--- src/sle_pkg.sv ---
`default_nettype none

package sle_pkg;

  // Default store depth.
  localparam int unsigned CAPACITY_DEF = 64;

  // Fixed field widths of the request and response transactions.
  localparam int unsigned FUNC_W = 3;
  localparam int unsigned POS_W  = 7;
  localparam int unsigned VAL_W  = 8;
  localparam int unsigned CNT_W  = 7;

  // Request function codes. Code 7 has no meaning and fails with no change.
  typedef enum logic [FUNC_W-1:0] {
    FN_CLEAR   = 3'd0,
    FN_APPEND  = 3'd1,
    FN_INSERT  = 3'd2,
    FN_GET     = 3'd3,
    FN_LOCATE  = 3'd4,
    FN_DELETE  = 3'd5,
    FN_REVERSE = 3'd6
  } func_t;

  // Sequencer states.
  typedef enum logic [3:0] {
    ST_IDLE,
    ST_START,
    ST_GET,
    ST_SCAN,
    ST_COMPACT,
    ST_SHIFT,
    ST_PLACE,
    ST_REV_RD_HI,
    ST_REV_WR_LO,
    ST_REV_WR_HI,
    ST_DONE
  } seq_state_t;

  // One request as the sequencer sees it.
  typedef struct packed {
    logic [FUNC_W-1:0] func;
    logic [POS_W-1:0]  position;
    logic [VAL_W-1:0]  elem_value;
  } req_t;

  // One response.
  typedef struct packed {
    logic              ok;
    logic [VAL_W-1:0]  read_value;
    logic [CNT_W-1:0]  found_index;
    logic [CNT_W-1:0]  list_count;
    logic              is_empty;
  } result_t;

  // Status from the sequencer to the handshake logic.
  typedef struct packed {
    logic idle;
    logic done;
  } seq_stat_t;

endpackage

`default_nettype wire

--- src/sle_if.sv ---
`default_nettype none

// Request channel: one list operation per transaction.
interface sle_req_if import sle_pkg::*; ();
  logic              valid;
  logic              ready;
  logic [FUNC_W-1:0] func;
  logic [POS_W-1:0]  position;
  logic [VAL_W-1:0]  elem_value;

  modport source (output valid, output func, output position, output elem_value,
                  input ready);
  modport sink   (input valid, input func, input position, input elem_value,
                  output ready);
endinterface

// Response channel: one result per request.
interface sle_rsp_if import sle_pkg::*; ();
  logic              valid;
  logic              ready;
  logic              ok;
  logic [VAL_W-1:0]  read_value;
  logic [CNT_W-1:0]  found_index;
  logic [CNT_W-1:0]  list_count;
  logic              is_empty;

  modport source (output valid, output ok, output read_value, output found_index,
                  output list_count, output is_empty, input ready);
  modport sink   (input valid, input ok, input read_value, input found_index,
                  input list_count, input is_empty, output ready);
endinterface

`default_nettype wire

--- src/sle_ram.sv ---
`default_nettype none

module sle_ram #(
  parameter int unsigned WIDTH = 8,
  parameter int unsigned DEPTH = 64,
  localparam int unsigned AW = (DEPTH > 1) ? $clog2(DEPTH) : 1
) (
  input  wire logic             clk,
  input  wire logic             we,
  input  wire logic [AW-1:0]    waddr,
  input  wire logic [WIDTH-1:0] wdata,
  input  wire logic [AW-1:0]    raddr,
  output logic      [WIDTH-1:0] rdata
);

  logic [WIDTH-1:0] mem [DEPTH];

  // One write port and one registered read port; a read of the entry being
  // written returns the old contents.
  always_ff @(posedge clk) begin
    if (we) begin
      mem[waddr] <= wdata;
    end
    rdata <= mem[raddr];
  end

endmodule

`default_nettype wire

--- src/sle_seq.sv ---
`default_nettype none

module sle_seq import sle_pkg::*; #(
  parameter int unsigned CAPACITY = CAPACITY_DEF,
  localparam int unsigned AW = $clog2(CAPACITY),
  localparam int unsigned LW = $clog2(CAPACITY + 1)
) (
  input  wire logic             clk,
  input  wire logic             rst,
  input  wire logic             start,
  input  wire req_t             req,
  input  wire logic             slot_free,
  output seq_stat_t             stat,
  output result_t               res,
  output logic                  mem_we,
  output logic      [AW-1:0]    mem_waddr,
  output logic      [VAL_W-1:0] mem_wdata,
  output logic      [AW-1:0]    mem_raddr,
  input  wire logic [VAL_W-1:0] mem_rdata
);

  // Width that holds both a position and a length plus one.
  localparam int unsigned XW = ((LW > POS_W) ? LW : POS_W) + 1;
  localparam logic [LW-1:0] CAP_L = LW'(CAPACITY);

  seq_state_t       state, state_next;
  func_t            op, op_next;
  logic [POS_W-1:0] pos_r, pos_r_next;
  logic [VAL_W-1:0] val_r, val_r_next;
  logic [LW-1:0]    len, len_next;
  logic [AW-1:0]    ci, ci_next;
  logic [LW-1:0]    wk, wk_next;
  logic [AW-1:0]    lo, lo_next;
  logic [AW-1:0]    hi, hi_next;
  logic [VAL_W-1:0] hold, hold_next;
  logic             ok_r, ok_r_next;
  logic [VAL_W-1:0] rd_r, rd_r_next;
  logic [CNT_W-1:0] found_r, found_r_next;

  logic [XW-1:0]    len_x, pos_x;
  logic             get_ok, ins_ok, ins_tail, room;
  logic [LW-1:0]    ci_inc, len_m1;
  logic [POS_W-1:0] pos_m1;
  logic [AW-1:0]    pos_a;
  logic             last, hit, rev_more;

  // Position checks and walk bookkeeping.
  always_comb begin
    len_x    = XW'(len);
    pos_x    = XW'(pos_r);
    room     = len < CAP_L;
    get_ok   = (pos_r != '0) && (pos_x <= len_x);
    ins_ok   = room && (pos_r != '0) && (pos_x <= len_x + XW'(1));
    ins_tail = pos_x == len_x + XW'(1);
    ci_inc   = LW'(ci) + LW'(1);
    len_m1   = len - LW'(1);
    pos_m1   = pos_r - POS_W'(1);
    pos_a    = AW'(pos_m1);
    last     = ci_inc == len;
    hit      = mem_rdata == val_r;
    rev_more = ((AW + 1)'(lo) + (AW + 1)'(2)) < (AW + 1)'(hi);
  end

  // Next state.
  always_comb begin
    state_next = state;
    case (state)
      ST_IDLE: begin
        if (start) begin
          state_next = ST_START;
        end
      end
      ST_START: begin
        case (op)
          FN_CLEAR:   state_next = ST_DONE;
          FN_APPEND:  state_next = ST_DONE;
          FN_GET:     state_next = get_ok ? ST_GET : ST_DONE;
          FN_LOCATE:  state_next = (len == '0) ? ST_DONE : ST_SCAN;
          FN_DELETE:  state_next = (len == '0) ? ST_DONE : ST_COMPACT;
          FN_INSERT: begin
            if (!ins_ok) begin
              state_next = ST_DONE;
            end else if (ins_tail) begin
              state_next = ST_PLACE;
            end else begin
              state_next = ST_SHIFT;
            end
          end
          FN_REVERSE: state_next = (len < LW'(2)) ? ST_DONE : ST_REV_RD_HI;
          default:    state_next = ST_DONE;
        endcase
      end
      ST_GET:       state_next = ST_DONE;
      ST_SCAN:      state_next = (hit || last) ? ST_DONE : ST_SCAN;
      ST_COMPACT:   state_next = last ? ST_DONE : ST_COMPACT;
      ST_SHIFT:     state_next = (ci == pos_a) ? ST_PLACE : ST_SHIFT;
      ST_PLACE:     state_next = ST_DONE;
      ST_REV_RD_HI: state_next = ST_REV_WR_LO;
      ST_REV_WR_LO: state_next = ST_REV_WR_HI;
      ST_REV_WR_HI: state_next = rev_more ? ST_REV_RD_HI : ST_DONE;
      ST_DONE: begin
        if (slot_free) begin
          state_next = ST_IDLE;
        end
      end
      default:      state_next = ST_IDLE;
    endcase
  end

  // Memory port control and status. Each read is issued in the cycle before
  // the element that it fetches is compared or moved.
  always_comb begin
    mem_we    = 1'b0;
    mem_waddr = '0;
    mem_wdata = val_r;
    mem_raddr = '0;
    stat.idle = state == ST_IDLE;
    stat.done = (state == ST_DONE) && slot_free;
    case (state)
      ST_START: begin
        case (op)
          FN_APPEND: begin
            mem_we    = room;
            mem_waddr = len[AW-1:0];
          end
          FN_GET:    mem_raddr = pos_a;
          FN_INSERT: mem_raddr = len_m1[AW-1:0];
          default:   mem_raddr = '0;
        endcase
      end
      ST_SCAN: begin
        mem_raddr = ci_inc[AW-1:0];
      end
      ST_COMPACT: begin
        mem_raddr = ci_inc[AW-1:0];
        mem_we    = !hit;
        mem_waddr = wk[AW-1:0];
        mem_wdata = mem_rdata;
      end
      ST_SHIFT: begin
        mem_raddr = ci - AW'(1);
        mem_we    = 1'b1;
        mem_waddr = ci_inc[AW-1:0];
        mem_wdata = mem_rdata;
      end
      ST_PLACE: begin
        mem_we    = 1'b1;
        mem_waddr = pos_a;
      end
      ST_REV_RD_HI: begin
        mem_raddr = hi;
      end
      ST_REV_WR_LO: begin
        mem_we    = 1'b1;
        mem_waddr = lo;
        mem_wdata = mem_rdata;
      end
      ST_REV_WR_HI: begin
        mem_we    = 1'b1;
        mem_waddr = hi;
        mem_wdata = hold;
        mem_raddr = lo + AW'(1);
      end
      default: begin
        mem_we = 1'b0;
      end
    endcase
  end

  // Datapath register updates.
  always_comb begin
    op_next      = op;
    pos_r_next   = pos_r;
    val_r_next   = val_r;
    len_next     = len;
    ci_next      = ci;
    wk_next      = wk;
    lo_next      = lo;
    hi_next      = hi;
    hold_next    = hold;
    ok_r_next    = ok_r;
    rd_r_next    = rd_r;
    found_r_next = found_r;
    case (state)
      ST_IDLE: begin
        if (start) begin
          op_next      = func_t'(req.func);
          pos_r_next   = req.position;
          val_r_next   = req.elem_value;
          ok_r_next    = 1'b0;
          rd_r_next    = '0;
          found_r_next = '0;
        end
      end
      ST_START: begin
        case (op)
          FN_CLEAR: begin
            len_next  = '0;
            ok_r_next = 1'b1;
          end
          FN_APPEND: begin
            if (room) begin
              len_next  = len + LW'(1);
              ok_r_next = 1'b1;
            end
          end
          FN_LOCATE: begin
            ok_r_next = 1'b1;
            ci_next   = '0;
          end
          FN_DELETE: begin
            ok_r_next = 1'b1;
            ci_next   = '0;
            wk_next   = '0;
          end
          FN_INSERT: begin
            ci_next = len_m1[AW-1:0];
          end
          FN_REVERSE: begin
            ok_r_next = 1'b1;
            lo_next   = '0;
            hi_next   = len_m1[AW-1:0];
          end
          default: begin
            ok_r_next = ok_r;
          end
        endcase
      end
      ST_GET: begin
        ok_r_next = 1'b1;
        rd_r_next = mem_rdata;
      end
      ST_SCAN: begin
        if (hit) begin
          found_r_next = CNT_W'(ci_inc);
        end else if (!last) begin
          ci_next = ci_inc[AW-1:0];
        end
      end
      ST_COMPACT: begin
        if (!hit) begin
          wk_next = wk + LW'(1);
        end
        if (last) begin
          len_next = hit ? wk : wk + LW'(1);
        end else begin
          ci_next = ci_inc[AW-1:0];
        end
      end
      ST_SHIFT: begin
        ci_next = ci - AW'(1);
      end
      ST_PLACE: begin
        len_next  = len + LW'(1);
        ok_r_next = 1'b1;
      end
      ST_REV_RD_HI: begin
        hold_next = mem_rdata;
      end
      ST_REV_WR_HI: begin
        lo_next = lo + AW'(1);
        hi_next = hi - AW'(1);
      end
      default: begin
        hold_next = hold;
      end
    endcase
  end

  always_ff @(posedge clk) begin
    if (rst) begin
      state <= ST_IDLE;
      len   <= '0;
    end else begin
      state <= state_next;
      len   <= len_next;
    end
    op      <= op_next;
    pos_r   <= pos_r_next;
    val_r   <= val_r_next;
    ci      <= ci_next;
    wk      <= wk_next;
    lo      <= lo_next;
    hi      <= hi_next;
    hold    <= hold_next;
    ok_r    <= ok_r_next;
    rd_r    <= rd_r_next;
    found_r <= found_r_next;
  end

  // Result as seen after the operation.
  always_comb begin
    res.ok          = ok_r;
    res.read_value  = rd_r;
    res.found_index = found_r;
    res.list_count  = CNT_W'(len);
    res.is_empty    = len == '0;
  end

  a_len_cap: assert property (@(posedge clk) disable iff (rst) len <= CAP_L)
    else $error("list length exceeds the store capacity");

  a_write_busy: assert property (@(posedge clk) disable iff (rst)
    mem_we |-> (state != ST_IDLE && state != ST_DONE))
    else $error("store written while no operation is in progress");

  a_done_idle: assert property (@(posedge clk) disable iff (rst)
    stat.done |=> state == ST_IDLE)
    else $error("sequencer did not return to idle after a result");

  a_shift_room: assert property (@(posedge clk) disable iff (rst)
    (state == ST_SHIFT || state == ST_PLACE) |-> len < CAP_L)
    else $error("insert moving elements in a full store");

endmodule

`default_nettype wire

--- src/sequential_list_engine_core.sv ---
// Sequential list engine: an ordered list of bytes in a single store, with a
// length count.
// Request channel (req): func, position and elem_value. Functions are clear,
// append, insert at a 1-based position, get, locate the first equal value,
// delete every equal value, and reverse. Code 7 fails with no change.
// Response channel (rsp): exactly one transaction per request, in order, with
// ok, read_value, found_index, list_count and is_empty.
// Locate, delete, insert and reverse walk the list through the single read and
// single write port of the element store: at most one element read and one
// written per cycle.
// One request is processed at a time; req.ready is high while the sequencer is
// idle, so a request is taken only after the previous result is registered.
// Reset clears the length, so the list starts empty; the store itself is not
// cleared, and the contents of an unwritten entry are never used.
// A result waits in the response register while rsp.ready is low. The next
// request is still accepted and processed, but its result is held back until
// the register frees up.

`default_nettype none

module sequential_list_engine_core import sle_pkg::*; #(
  parameter int unsigned CAPACITY = CAPACITY_DEF
) (
  input  wire logic  clk,
  input  wire logic  rst,
  sle_req_if.sink    req,
  sle_rsp_if.source  rsp
);

  localparam int unsigned AW = $clog2(CAPACITY);

  seq_stat_t        stat;
  result_t          res;
  result_t          rsp_q;
  req_t             req_data;
  logic             rsp_valid;
  logic             start;
  logic             slot_free;
  logic             mem_we;
  logic [AW-1:0]    mem_waddr;
  logic [VAL_W-1:0] mem_wdata;
  logic [AW-1:0]    mem_raddr;
  logic [VAL_W-1:0] mem_rdata;

  // Request handshake.
  assign req.ready           = stat.idle;
  assign start               = req.valid && req.ready;
  assign req_data.func       = req.func;
  assign req_data.position   = req.position;
  assign req_data.elem_value = req.elem_value;

  // The response register may be loaded when empty or being emptied.
  assign slot_free = !rsp_valid || rsp.ready;

  sle_seq #(
    .CAPACITY (CAPACITY)
  ) u_seq (
    .clk       (clk),
    .rst       (rst),
    .start     (start),
    .req       (req_data),
    .slot_free (slot_free),
    .stat      (stat),
    .res       (res),
    .mem_we    (mem_we),
    .mem_waddr (mem_waddr),
    .mem_wdata (mem_wdata),
    .mem_raddr (mem_raddr),
    .mem_rdata (mem_rdata)
  );

  sle_ram #(
    .WIDTH (VAL_W),
    .DEPTH (CAPACITY)
  ) u_store (
    .clk   (clk),
    .we    (mem_we),
    .waddr (mem_waddr),
    .wdata (mem_wdata),
    .raddr (mem_raddr),
    .rdata (mem_rdata)
  );

  // Response register.
  always_ff @(posedge clk) begin
    if (rst) begin
      rsp_valid <= 1'b0;
    end else if (stat.done) begin
      rsp_valid <= 1'b1;
    end else if (rsp.ready) begin
      rsp_valid <= 1'b0;
    end
    if (stat.done) begin
      rsp_q <= res;
    end
  end

  assign rsp.valid       = rsp_valid;
  assign rsp.ok          = rsp_q.ok;
  assign rsp.read_value  = rsp_q.read_value;
  assign rsp.found_index = rsp_q.found_index;
  assign rsp.list_count  = rsp_q.list_count;
  assign rsp.is_empty    = rsp_q.is_empty;

  a_busy_after_accept: assert property (@(posedge clk) disable iff (rst)
    start |=> !req.ready)
    else $error("request accepted while an operation is in progress");

  a_no_overwrite: assert property (@(posedge clk) disable iff (rst)
    !(stat.done && rsp_valid && !rsp.ready))
    else $error("pending response overwritten");

  a_valid_from_done: assert property (@(posedge clk) disable iff (rst)
    $rose(rsp_valid) |-> $past(stat.done))
    else $error("response raised without a finished operation");

endmodule

`default_nettype wire

--- src/flat_wrapper.sv ---
// flat-port wrapper written by rule: the top's interface ports become plain ports
module sequential_list_engine_core_flat import sle_pkg::*;
#(
  parameter int unsigned CAPACITY = CAPACITY_DEF
)
  (clk, rst, req_valid, req_func, req_position, req_elem_value, req_ready, rsp_valid, rsp_ok, rsp_read_value, rsp_found_index, rsp_list_count, rsp_is_empty, rsp_ready);
  sle_req_if req_i ();
  sle_rsp_if rsp_i ();
  input  wire logic clk;
  input  wire logic rst;
  input wire logic [$bits(req_i.valid)-1:0] req_valid;
  input wire logic [$bits(req_i.func)-1:0] req_func;
  input wire logic [$bits(req_i.position)-1:0] req_position;
  input wire logic [$bits(req_i.elem_value)-1:0] req_elem_value;
  output wire logic [$bits(req_i.ready)-1:0] req_ready;
  output wire logic [$bits(rsp_i.valid)-1:0] rsp_valid;
  output wire logic [$bits(rsp_i.ok)-1:0] rsp_ok;
  output wire logic [$bits(rsp_i.read_value)-1:0] rsp_read_value;
  output wire logic [$bits(rsp_i.found_index)-1:0] rsp_found_index;
  output wire logic [$bits(rsp_i.list_count)-1:0] rsp_list_count;
  output wire logic [$bits(rsp_i.is_empty)-1:0] rsp_is_empty;
  input wire logic [$bits(rsp_i.ready)-1:0] rsp_ready;
  assign req_i.valid = req_valid;
  assign req_i.func = req_func;
  assign req_i.position = req_position;
  assign req_i.elem_value = req_elem_value;
  assign req_ready = req_i.ready;
  assign rsp_valid = rsp_i.valid;
  assign rsp_ok = rsp_i.ok;
  assign rsp_read_value = rsp_i.read_value;
  assign rsp_found_index = rsp_i.found_index;
  assign rsp_list_count = rsp_i.list_count;
  assign rsp_is_empty = rsp_i.is_empty;
  assign rsp_i.ready = rsp_ready;
  sequential_list_engine_core #(.CAPACITY(CAPACITY)) u_core (.clk(clk), .rst(rst), .req(req_i), .rsp(rsp_i));
endmodule
--- config.mk ---
export PLATFORM = sky130hd
export DESIGN_NAME = sequential_list_engine_core_flat
export DESIGN_NICKNAME = d
export VERILOG_FILES = /design/src/sle_pkg.sv /design/src/sle_if.sv /design/src/sle_ram.sv /design/src/sle_seq.sv /design/src/sequential_list_engine_core.sv /design/src/flat_wrapper.sv
export SDC_FILE = /design/constraint.sdc
export NUM_CORES = 1
export LEC_CHECK = 0
export BUFFER_PORTS_ARGS = -buffer_cell sky130_fd_sc_hd__buf_2
export CAP_MARGIN = 15
export CORE_MARGIN = 3
export CORE_UTILIZATION = 25
export DETAILED_ROUTE_END_ITERATION = 6
export PLACE_DENSITY = 0.49
export SYNTH_ARGS = -nofsm -noshare
export SYNTH_HDL_FRONTEND = slang
export SYNTH_SLANG_ARGS = --single-unit
--- constraint.sdc ---
create_clock -name clk -period 5.65 [get_ports clk]
set_input_delay 0.565 -clock clk [delete_from_list [all_inputs] [get_ports clk]]
set_output_delay 0.565 -clock clk [all_outputs]
set_load 0.01 [all_outputs]
Word-level counts from Yosys, hierarchy flattened
Memories as Yosys holds them, arrays and structs flattened. A register that Yosys moved wholly into a read port is not among the register bits.
Index checks and enable logic that the tools add are counted.
- register bits after elaboration: 103
- latch bits: 0
- RAM bits: 512
- memories: 1
- bits in read-only memories: 0
- logic and storage cells: 151
- output and inout bits: 26
- eq/ne operators: 31
- reductions and logical operators: 36
- order comparisons: 5
- shift-type cells: 0
- bitwise operators: 0
- mux-type cells: 49
- multiply operators: 0
- div/mod/pow operators: 0
- add/sub/neg operators: 10
- memories (memory ; words ; width ; rd ports ; clocked after memory_dff ; write ports ; line ; source):
    u_core.u_store.mem ; 64 ; 8 ; 1 ; 1 ; 1 ; sle_ram.sv:16 ; logic [WIDTH-1:0] mem [DEPTH];
- operators with widths (cell ; number):
    one-hot mux 6 bit (2 select lines) ; 4
    two-way mux 7 bit ; 6
    one-hot mux 7 bit (2 select lines) ; 3
    two-way mux 4 bit ; 10
    one-hot mux 4 bit (10 select lines) ; 1
    one-hot mux 6 bit (6 select lines) ; 1
    one-hot mux 8 bit (2 select lines) ; 2
    two-way mux 6 bit ; 5
    one-hot mux 6 bit (5 select lines) ; 1
    one-hot mux 6 bit (4 select lines) ; 1
    subtractor 6 x 1 -> 6 bit (second input constant) ; 4
    one-hot mux 7 bit (3 select lines) ; 1
    one-hot mux 4 bit (5 select lines) ; 1
    equality test 4 x 3 -> 1 bit (second input constant) ; 4
    adder 7 x 1 -> 7 bit (second input constant) ; 2
    equality test 4 bit (second input constant) ; 3
    inequality test 2 bit (second input constant) ; 5
    AND reduction 2 bit ; 5
    nonzero test 2 bit ; 5
    equality test 3 bit (second input constant) ; 3
    adder 7 x 1 -> 8 bit (second input constant) ; 1
    equality test 4 x 2 -> 1 bit (second input constant) ; 2
    equality test 7 x 8 -> 1 bit ; 1
    equality test 8 bit ; 1
    35 further kinds ; 59

Logic depth before layout (Yosys ltp)
Gate-level depths: netlist (run 1).
- depth in word-level cells: 6
- mapped depth: 15
- depth with buffers taken out: 13

Modules after synthesis
From an unflattened synthesis (run 1), not the netlist that was laid out.
- cells, all modules: 1555
- area total of the unflattened synthesis: 26507.9 um^2
- modules (own cells, without submodules) (module ; area an instance (um^2) ; sequential area each (um^2) ; times used ; cells an instance):
    sle_ram ; 20166.8 ; 15534.9 ; 1 ; 940
    sle_seq ; 5567.8 ; 2232.1 ; 1 ; 586
    sequential_list_engine_core ; 773.2 ; 740.7 ; 1 ; 29

Worst setup path after synthesis (run 1)
Ideal clock, no wire load.
- kind: reg2reg
- from: register u_core.u_seq.state[1]
- to: register u_core.rsp_q, in the netlist u_core.rsp.found_index[0] (enable)
- arrival: 2.868 ns
- library setup time: 0.435 ns
- path slack: 2.347 ns
- stages on the path, launching flop included: 6
- data required time: 5.215 ns
- period minus slack after synthesis: 3.303 ns
- cells stage by stage: dfxtp_1 -> buf_2 -> buf_6 -> clkbuf_1 -> nand2_1 -> nor3_1
- RTL lines (item ; line ; source):
    start: declaration ; sle_seq.sv:26 ; seq_state_t state, state_next;
    start signal: assignment ; sle_seq.sv:275 ; state <= state_next;
    end signal: assignment ; sequential_list_engine_core.sv:94 ; rsp_q <= res;
    end: declaration ; sequential_list_engine_core.sv:34 ; result_t rsp_q;

Final worst setup path (run 1)
- from: register u_core.u_seq.state[2]
- to: register u_core.u_store.rdata[4], read port of u_core.u_store.mem
- longest elaborated chain between the ends: 3
- RTL lines (item ; line ; source):
    equality test 4 x 3 -> 1 bit / equality test 4 x 2 -> 1 bit (equally long branches) ; sle_seq.sv:119 ; case (state)
    OR reduction 2 bit (no line) ; n/a ;
    one-hot mux 6 bit (5 select lines) (*) ; sle_seq.sv:119 ;
    end: declaration ; sle_ram.sv:13 ; output logic [WIDTH-1:0] rdata
Every way passes the cells marked *; elsewhere a longest branch is shown, timed or not.
A chain may end at the register's enable or synchronous reset.

==> reports/metrics.cfg, run 1 <==
[run_status]
status = finished, final reports clean

[finish]
drive_above_1_share = 0.122
synthToLayoutAreaGrowth_pct = 15.5
design_area_mm2 = 0.0315
n_antenna_cell = 0
final_nets = 2250

[synthesis]
seq_area_frac_synth = 0.677
synth.distinct_cells = 97
avgSynthCellArea_um2 = 12.8
syn_area_mm2 = 0.0273
ys_seq_elements = 623
synthArstFlopShare = 0
synth_edf_count = 603
ys.warnings.count = 0
synth_ff_type = edfxtp_1
synthCells = 2136
synth_nets = 2187

[worst_setup_path]
cp_max_fo = 95
cp_num_buf_inv = 2
worstPathArrival_ns = 5.20
critPathSlowestCell = and3_4
start_kind = flip-flop
critical_path_class = flip-flop to flip-flop
cp-end-kind = flip-flop
crit_chain = buf_4, and4bb_1, o21ai_1, and3_4, buf_12, mux2i_1, mux4_2, a221oi_1, and3_1
critPathRequiredTime_ns = 6.22
cp_top_family = simple AND/OR/NAND/NOR gates
slowest_delay_ns = 0.84

[floorplan]
die_height_um = 337
rows = 120
coreArea_mm2 = 0.108
pin_count = 48
dieArea_mm2 = 0.113
start_util = 0.253
fp.dieW_um = 337

[timing]
rsz0062_at_grt = no
setup_viol = 0
tns_ns = 0
hold_viol_final = 0
slew_headroom = 0.248
fin_crit_ns = 4.63
fin_worst_skew_ns = 0.0308
fin_crit_sh = 0.819
worst_pin_slew_ns = 1.12
max_freq_mhz = 216
slew_violations = 0

[clock_tree]
cts_setup_buffers = 0
cts_resized = 0
h-tree-depth = 3
cts_hold_buffers = 0
cts_sinks = 623
cts_made_buffers = 67
clk_pin_slew_ns = 0.06
clockBufferDepth = 3
root_buffer = clkbuf_16
cts_tree = built
clock_latency_ns = 0.64

[global_route]
grt_max_degree = 102
grt_pass1_vias = 18200
grt_pass1_wl_um = 125000
gr-total-overflow = 0
grt_antenna_before_repair = 1
grt_use_total = 0.148

[run]
maxCapViolCount = 0

[placed_design]
port_buffers = 47
place.gp.congestion = 0.873
placement.cell_area_mm2 = 0.0293
hpwl_um = 55900

[routing]
wirelength_um = 85600
antenna_left = 0
dr.pass1.iters = 6
viasPerCell = 5.07
vias = 18600
post_drt_wl_per_cell_um = 23.4
dr.first_iter.drc_count = 1970
drc = 0

[power]
power_density_mw_per_mm2 = 513
p_leak_nw = 10.6
peakVddDrop_mv = 0.293

[min_path]
hold_path_class = input port to flip-flop

[layout make-up]
cell class,instances,area (µm²)
Sequential cell,623,18500
Clock buffer,84,1760
Inverter,35,141
Clock inverter,40,459
Timing Repair Buffer,120,858
Tap cell,1403,1760
Fill cell,10900,76300
Multi-Input combinational cell,1352,8070
[Yosys cell counts, drive strengths merged, types with 5 or more instances]
master	instances	area share
a2111oi	7	0.0027
a211oi	33	0.0093
a21o	8	0.0022
a21oi	88	0.016
a221o	5	0.0019
a221oi	16	0.0067
a222oi	9	0.0033
a22oi	5	0.0014
a311oi	19	0.0061
a31oi	34	0.0078
a32o	7	0.0026
and2	19	0.0044
and3	48	0.011
buf	93	0.020
clkbuf	33	0.0046
dfxtp	20	0.015
edfxtp	603	0.66
ha	29	0.013
inv	34	0.0047
mux2i	57	0.021
mux4	10	0.0082
nand2	412	0.057
nand2b	7	0.0016
nand3	124	0.023
nand4	23	0.0053
nor2	147	0.021
nor2b	12	0.0027
nor3	21	0.0044
nor3b	7	0.0019
o211ai	6	0.0016
o21ai	53	0.0097
o22ai	7	0.0016
or3	10	0.0025
or4	5	0.0014
xnor2	39	0.013
xor2	12	0.0038
[kinds of logic (layout without fill, tap and decap cells)]
logic type | count (synthesis) | in the layout | share of synthesized area
AOI/OAI and AO/OA | 340 | 340 | 0.0870
xor gates and xnor gates | 51 | 51 | 0.0163
adders and majority gates | 29 | 29 | 0.0133
and+or+nand+nor | 864 | 864 | 0.147
buffers and inverters | 161 | 279 | 0.0297
muxes | 68 | 68 | 0.0295
DFF | 623 | 623 | 0.677
[report_power, final]
group          switching, mW  internal [mW]  leakage, nW
Combinational           3.96           1.44         3.96
Clock                   1.92           2.54         1.07
Sequential             0.264           6.07         5.62
Total                   6.14           10.0         10.6
[sequential cells by signal, indices dropped and copies added (netlist names), 8 cells and up]
signal	count
u_core.u_seq.val_r	8
u_core.u_seq.rd_r	8
u_core.u_seq.hold	8
u_core.u_store.rdata	8
u_core.rsp.read_value	8
u_core.u_store.mem	512
[worst paths after layout]
| check | startpoint | to | slack (ns) | depth (start not counted) |
|---|---|---|---|---|
| setup / recovery | u_core.u_seq.state[2] | u_core.u_store.rdata[4] | 1.02 | 9 |
| hold / removal | req_elem_value[4] | u_core.u_seq.val_r[4] | 0.11 | 1 |
| setup reg to reg | u_core.u_seq.state[2] | u_core.u_store.rdata[4] | 1.02 | 9 |
| hold reg to reg | u_core.u_seq.rd_r[6] | u_core.rsp.read_value[6] | 0.42 | 0 |
[worst reg2reg max path, delay by kind of cell (launching register included)]
kind | cells | cell delay [ns]
AND/OR/NAND/NOR | 3 | 1.43
multiplexers | 2 | 0.95
AO/OA/AOI/OAI | 2 | 0.92
buffers and inverters | 2 | 0.74
flip-flops | 1 | 0.54
[stage by stage]
step,utilization,hold WS [ns],power (mW),worst slack [ns],instances
6_report,0.293,0.109,16.2,1.02,3657
5_1_grt,0.293,0.0854,16.8,0.815,3657
4_1_cts,0.293,0.0743,16.2,1.07,3657
3_5_place_dp,0.272,0.410,11.8,1.11,3533
3_3_place_gp,0.272,0.410,11.8,1.13,3532
2_1_floorplan,-,0.400,9.50,2.35,2136
[routing by layer]
metal	track usage	wire length (µm)	vias to the layer above
li1	-	-	8153
met1	0.203	36900	9415
met2	0.240	40100	844
met3	0.0218	5970	147
met4	0.0509	2620	0
met5	0	0	-
[placed cells by master, fill, tap and decap left out, types with 6 or more instances in the layout]
| master | netlist | routed |
|---|---|---|
| nand2b_1 | 7 | 7 |
| edfxtp_1 | 603 | 603 |
| dfxtp_1 | 20 | 20 |
| buf_4 | 15 | 67 |
| a31oi_1 | 34 | 34 |
| nor2b_1 | 12 | 12 |
| a21oi_1 | 87 | 87 |
| bufinv_16 | 0 | 6 |
| xnor2_1 | 39 | 39 |
| nand2_1 | 410 | 410 |
| and2_1 | 17 | 16 |
| or3_1 | 9 | 9 |
| buf_12 | 0 | 6 |
| xor2_1 | 12 | 12 |
| clkinv_2 | 0 | 16 |
| ha_1 | 29 | 29 |
| nor3_1 | 18 | 17 |
| mux2i_1 | 57 | 57 |
| a311oi_1 | 19 | 19 |
| o21ai_0 | 46 | 46 |
| nand4_1 | 23 | 23 |
| a32o_1 | 7 | 7 |
| mux4_2 | 10 | 10 |
| o22ai_1 | 7 | 7 |
| and3_1 | 48 | 47 |
| nand3_1 | 124 | 123 |
| a211oi_1 | 32 | 32 |
| nor2_1 | 143 | 143 |
| clkinv_1 | 1 | 9 |
| a221oi_1 | 11 | 11 |
| a21o_1 | 8 | 8 |
| a222oi_1 | 9 | 9 |
| clkbuf_1 | 32 | 15 |
| nor3b_1 | 7 | 7 |
| o211ai_1 | 6 | 6 |
| buf_2 | 54 | 47 |
| clkbuf_16 | 0 | 67 |
| o21ai_1 | 7 | 7 |
| inv_1 | 34 | 26 |
(Power assumes the default switching activity.)
==> run 2: changes to the inputs <==
--- a/config.mk
+++ b/config.mk
@@ -10,7 +10,7 @@
 export CORE_MARGIN = 3
 export CORE_UTILIZATION = 25
 export DETAILED_ROUTE_END_ITERATION = 6
-export PLACE_DENSITY = 0.49
+export PLACE_DENSITY = 0.5
 export SYNTH_ARGS = -nofsm -noshare
 export SYNTH_HDL_FRONTEND = slang
 export SYNTH_SLANG_ARGS = --single-unit
==> constraint.sdc (replaced) <==
create_clock -name clk -period 3.75 [get_ports clk]
set_input_delay 0.375 -clock clk [delete_from_list [all_inputs] [get_ports clk]]
set_output_delay 0.375 -clock clk [all_outputs]
set_load 0.01 [all_outputs]
==> reports/metrics.cfg, run 2 (synthesis gave the netlist of run 1 again) <==
[finish]
mostFrequentLayoutCells = 603 x edfxtp_1, 410 x nand2_1, 193 x buf_4
final_nets = 2414  ; +7.3%
fin_cells = 3823  ; +4.5%
top_register = u_core.u_store.mem
drive_above_1_share = 0.176  ; +0.0532
synthToLayoutAreaGrowth_pct = 21.4
largest_reg_flops = 512  ; unchanged
final_common_cell = edfxtp_1

[worst_setup_path]
cp-end-kind = flip-flop
start_kind = flip-flop
crit_start = u_core.u_seq.pos_r[2]
cp_max_fo = 10  ; -89%
critical_path_class = flip-flop to flip-flop
critPathRequiredTime_ns = 4.31  ; -1.91 ns
worstPathArrival_ns = 4.33  ; -0.87 ns
rr_startpoint = u_core.u_seq.pos_r[2]

[floorplan]
start_util = 0.253  ; unchanged
fp.dieW_um = 337  ; unchanged
die_height_um = 337  ; unchanged
rows = 120  ; unchanged
dieArea_mm2 = 0.113  ; unchanged
coreArea_mm2 = 0.108  ; unchanged
pin_count = 48  ; unchanged

[global_route]
grt_pass1_vias = 18300  ; +0.76%
grt_max_degree = 65  ; -36%
grt_antenna_before_repair = 0  ; -1
gr-total-overflow = 0  ; unchanged
grt_pass1_wl_um = 122000  ; -2.2%
grt_use_total = 0.143  ; -0.00493

[min_path]
hold_start = rst
hold_path_class = input port to flip-flop

[clock_tree]
clock_latency_ns = 0.63  ; about the same
cts_sinks = 623  ; unchanged
cts_made_buffers = 71  ; +6.0%
root_buffer = clkbuf_16
cts_setup_buffers = 0  ; unchanged
h-tree-depth = 3  ; unchanged
cts_tree = built
clockBufferDepth = 3  ; unchanged
clk_pin_slew_ns = 0.06  ; about the same

[power]
p_leak_nw = 11.6  ; +8.7%
peakVddDrop_mv = 0.371  ; +27%
p_total_mw = 25.3  ; +56%
power_density_mw_per_mm2 = 762  ; +49%

[timing]
fin_crit_sh = 1.01  ; +0.187
fin_worst_skew_ns = 0.0285  ; -0.00234 ns
fin_crit_ns = 3.77  ; -0.856 ns
max_freq_mhz = 265  ; +23%
slew_violations = 0  ; unchanged
rsz0062_at_grt = yes
worst_slack_ns = -0.0234  ; -1.04 ns
slew_headroom = 0.268  ; +0.0196
hold_viol_final = 0  ; unchanged
tns_ns = -0.0466  ; -0.0466 ns
worst_pin_slew_ns = 1.09  ; -0.0290 ns
setup_viol = 2  ; +2

[routing]
wirelength_um = 83300  ; -2.6%
vias = 18800  ; +1.2%
post_drt_wl_per_cell_um = 21.8  ; -6.9%
dr.pass1.iters = 7  ; +1
drc = 0  ; unchanged
dr.first_iter.drc_count = 1747  ; -11%
viasPerCell = 4.91  ; -3.2%
antenna_left = 0  ; unchanged

[placed_design]
place.gp.congestion = 0.901  ; +3.2%
dp.cells = 3674  ; +4.0%
port_buffers = 47  ; unchanged
hpwl_um = 56600  ; +1.1%

[run_status]
violations = negative setup slack
status = complete, but fails checks

[run]
maxCapViolCount = 0  ; unchanged

## run 2: changes by cell type in the layout (fill, tap and decap cells not counted), moves of 3 or more
cell	change
dlygate4sd3_1	+18
bufinv_16	+3
clkbuf_16	+4
buf_12	+15
clkinv_2	-9
clkinvlp_4	-4
clkbuf_1	+4
inv_2	+8
clkinv_1	+4
buf_4	+126
## run 2: repair_timing
item | CTS | global route
hold endpoints to repair | 18 | 0
pin swaps | 0 | 0
endpoints found under the setup margin | 1 | 19
hold buffers | 18 | 0
cloned | 0 | 1
gates resized for setup | 2 | 13
## run 2: metal layers
metal,wire length [µm],vias to the layer above,track usage
li1,-,8492,-
met5,0,-,0
met1,35800,9412,0.190
met3,5170,151,0.0226
met4,2630,0,0.0498
met2,39700,719,0.237
## run 2: worst paths after layout
path | endpoint | slack [ns] | cells after the start
min | u_core.u_seq.len[5] | 0.15 | 2
min reg2reg | u_core.rsp.read_value[0] | 0.42 | 0
max | u_core.u_store.rdata[1] | -0.02 | 8
max reg2reg | u_core.u_store.rdata[1] | -0.02 | 8
## run 2: critical path: stages, from the launching register on
cell and delay (ns):
edfxtp_1 0.53, or3_4 0.43, or4_1 0.42, and3_1 0.24, a2111o_1 0.45, nand2_2 0.30, nand2_1 0.36, o41ai_1 0.79
or4_1 0.20
## run 2: layout make-up
| cell class | instances | area (µm²) |
|---|---|---|
| Timing Repair Buffer | 279 | 2280 |
| Multi-Input combinational cell | 1353 | 8150 |
| Clock inverter | 38 | 463 |
| Inverter | 35 | 131 |
| Antenna cell | 1 | 2.50 |
| Clock buffer | 91 | 1860 |
| Fill cell | 10700 | 74600 |
| Tap cell | 1403 | 1760 |
| Sequential cell | 623 | 18500 |
## run 2: power breakdown
group,internal (mW),switching [mW],total [mW]
Combinational,2.90,5.93,8.83
Sequential,9.11,0.338,9.45
Clock,4.16,2.83,6.99
Total,16.2,9.10,25.3
## run 2: stage by stage
stage,area [µm²],hold slack (ns),util,setup WS [ns]
finish,33200,0.149,0.308,-0.0234
detailed placement,30600,0.405,0.283,-0.361
global placement,30600,0.410,0.283,-0.334
CTS,33100,0.0872,0.307,0.0452
floorplan,27300,0.400,-,0.447
global route,33200,0.108,0.308,-0.152
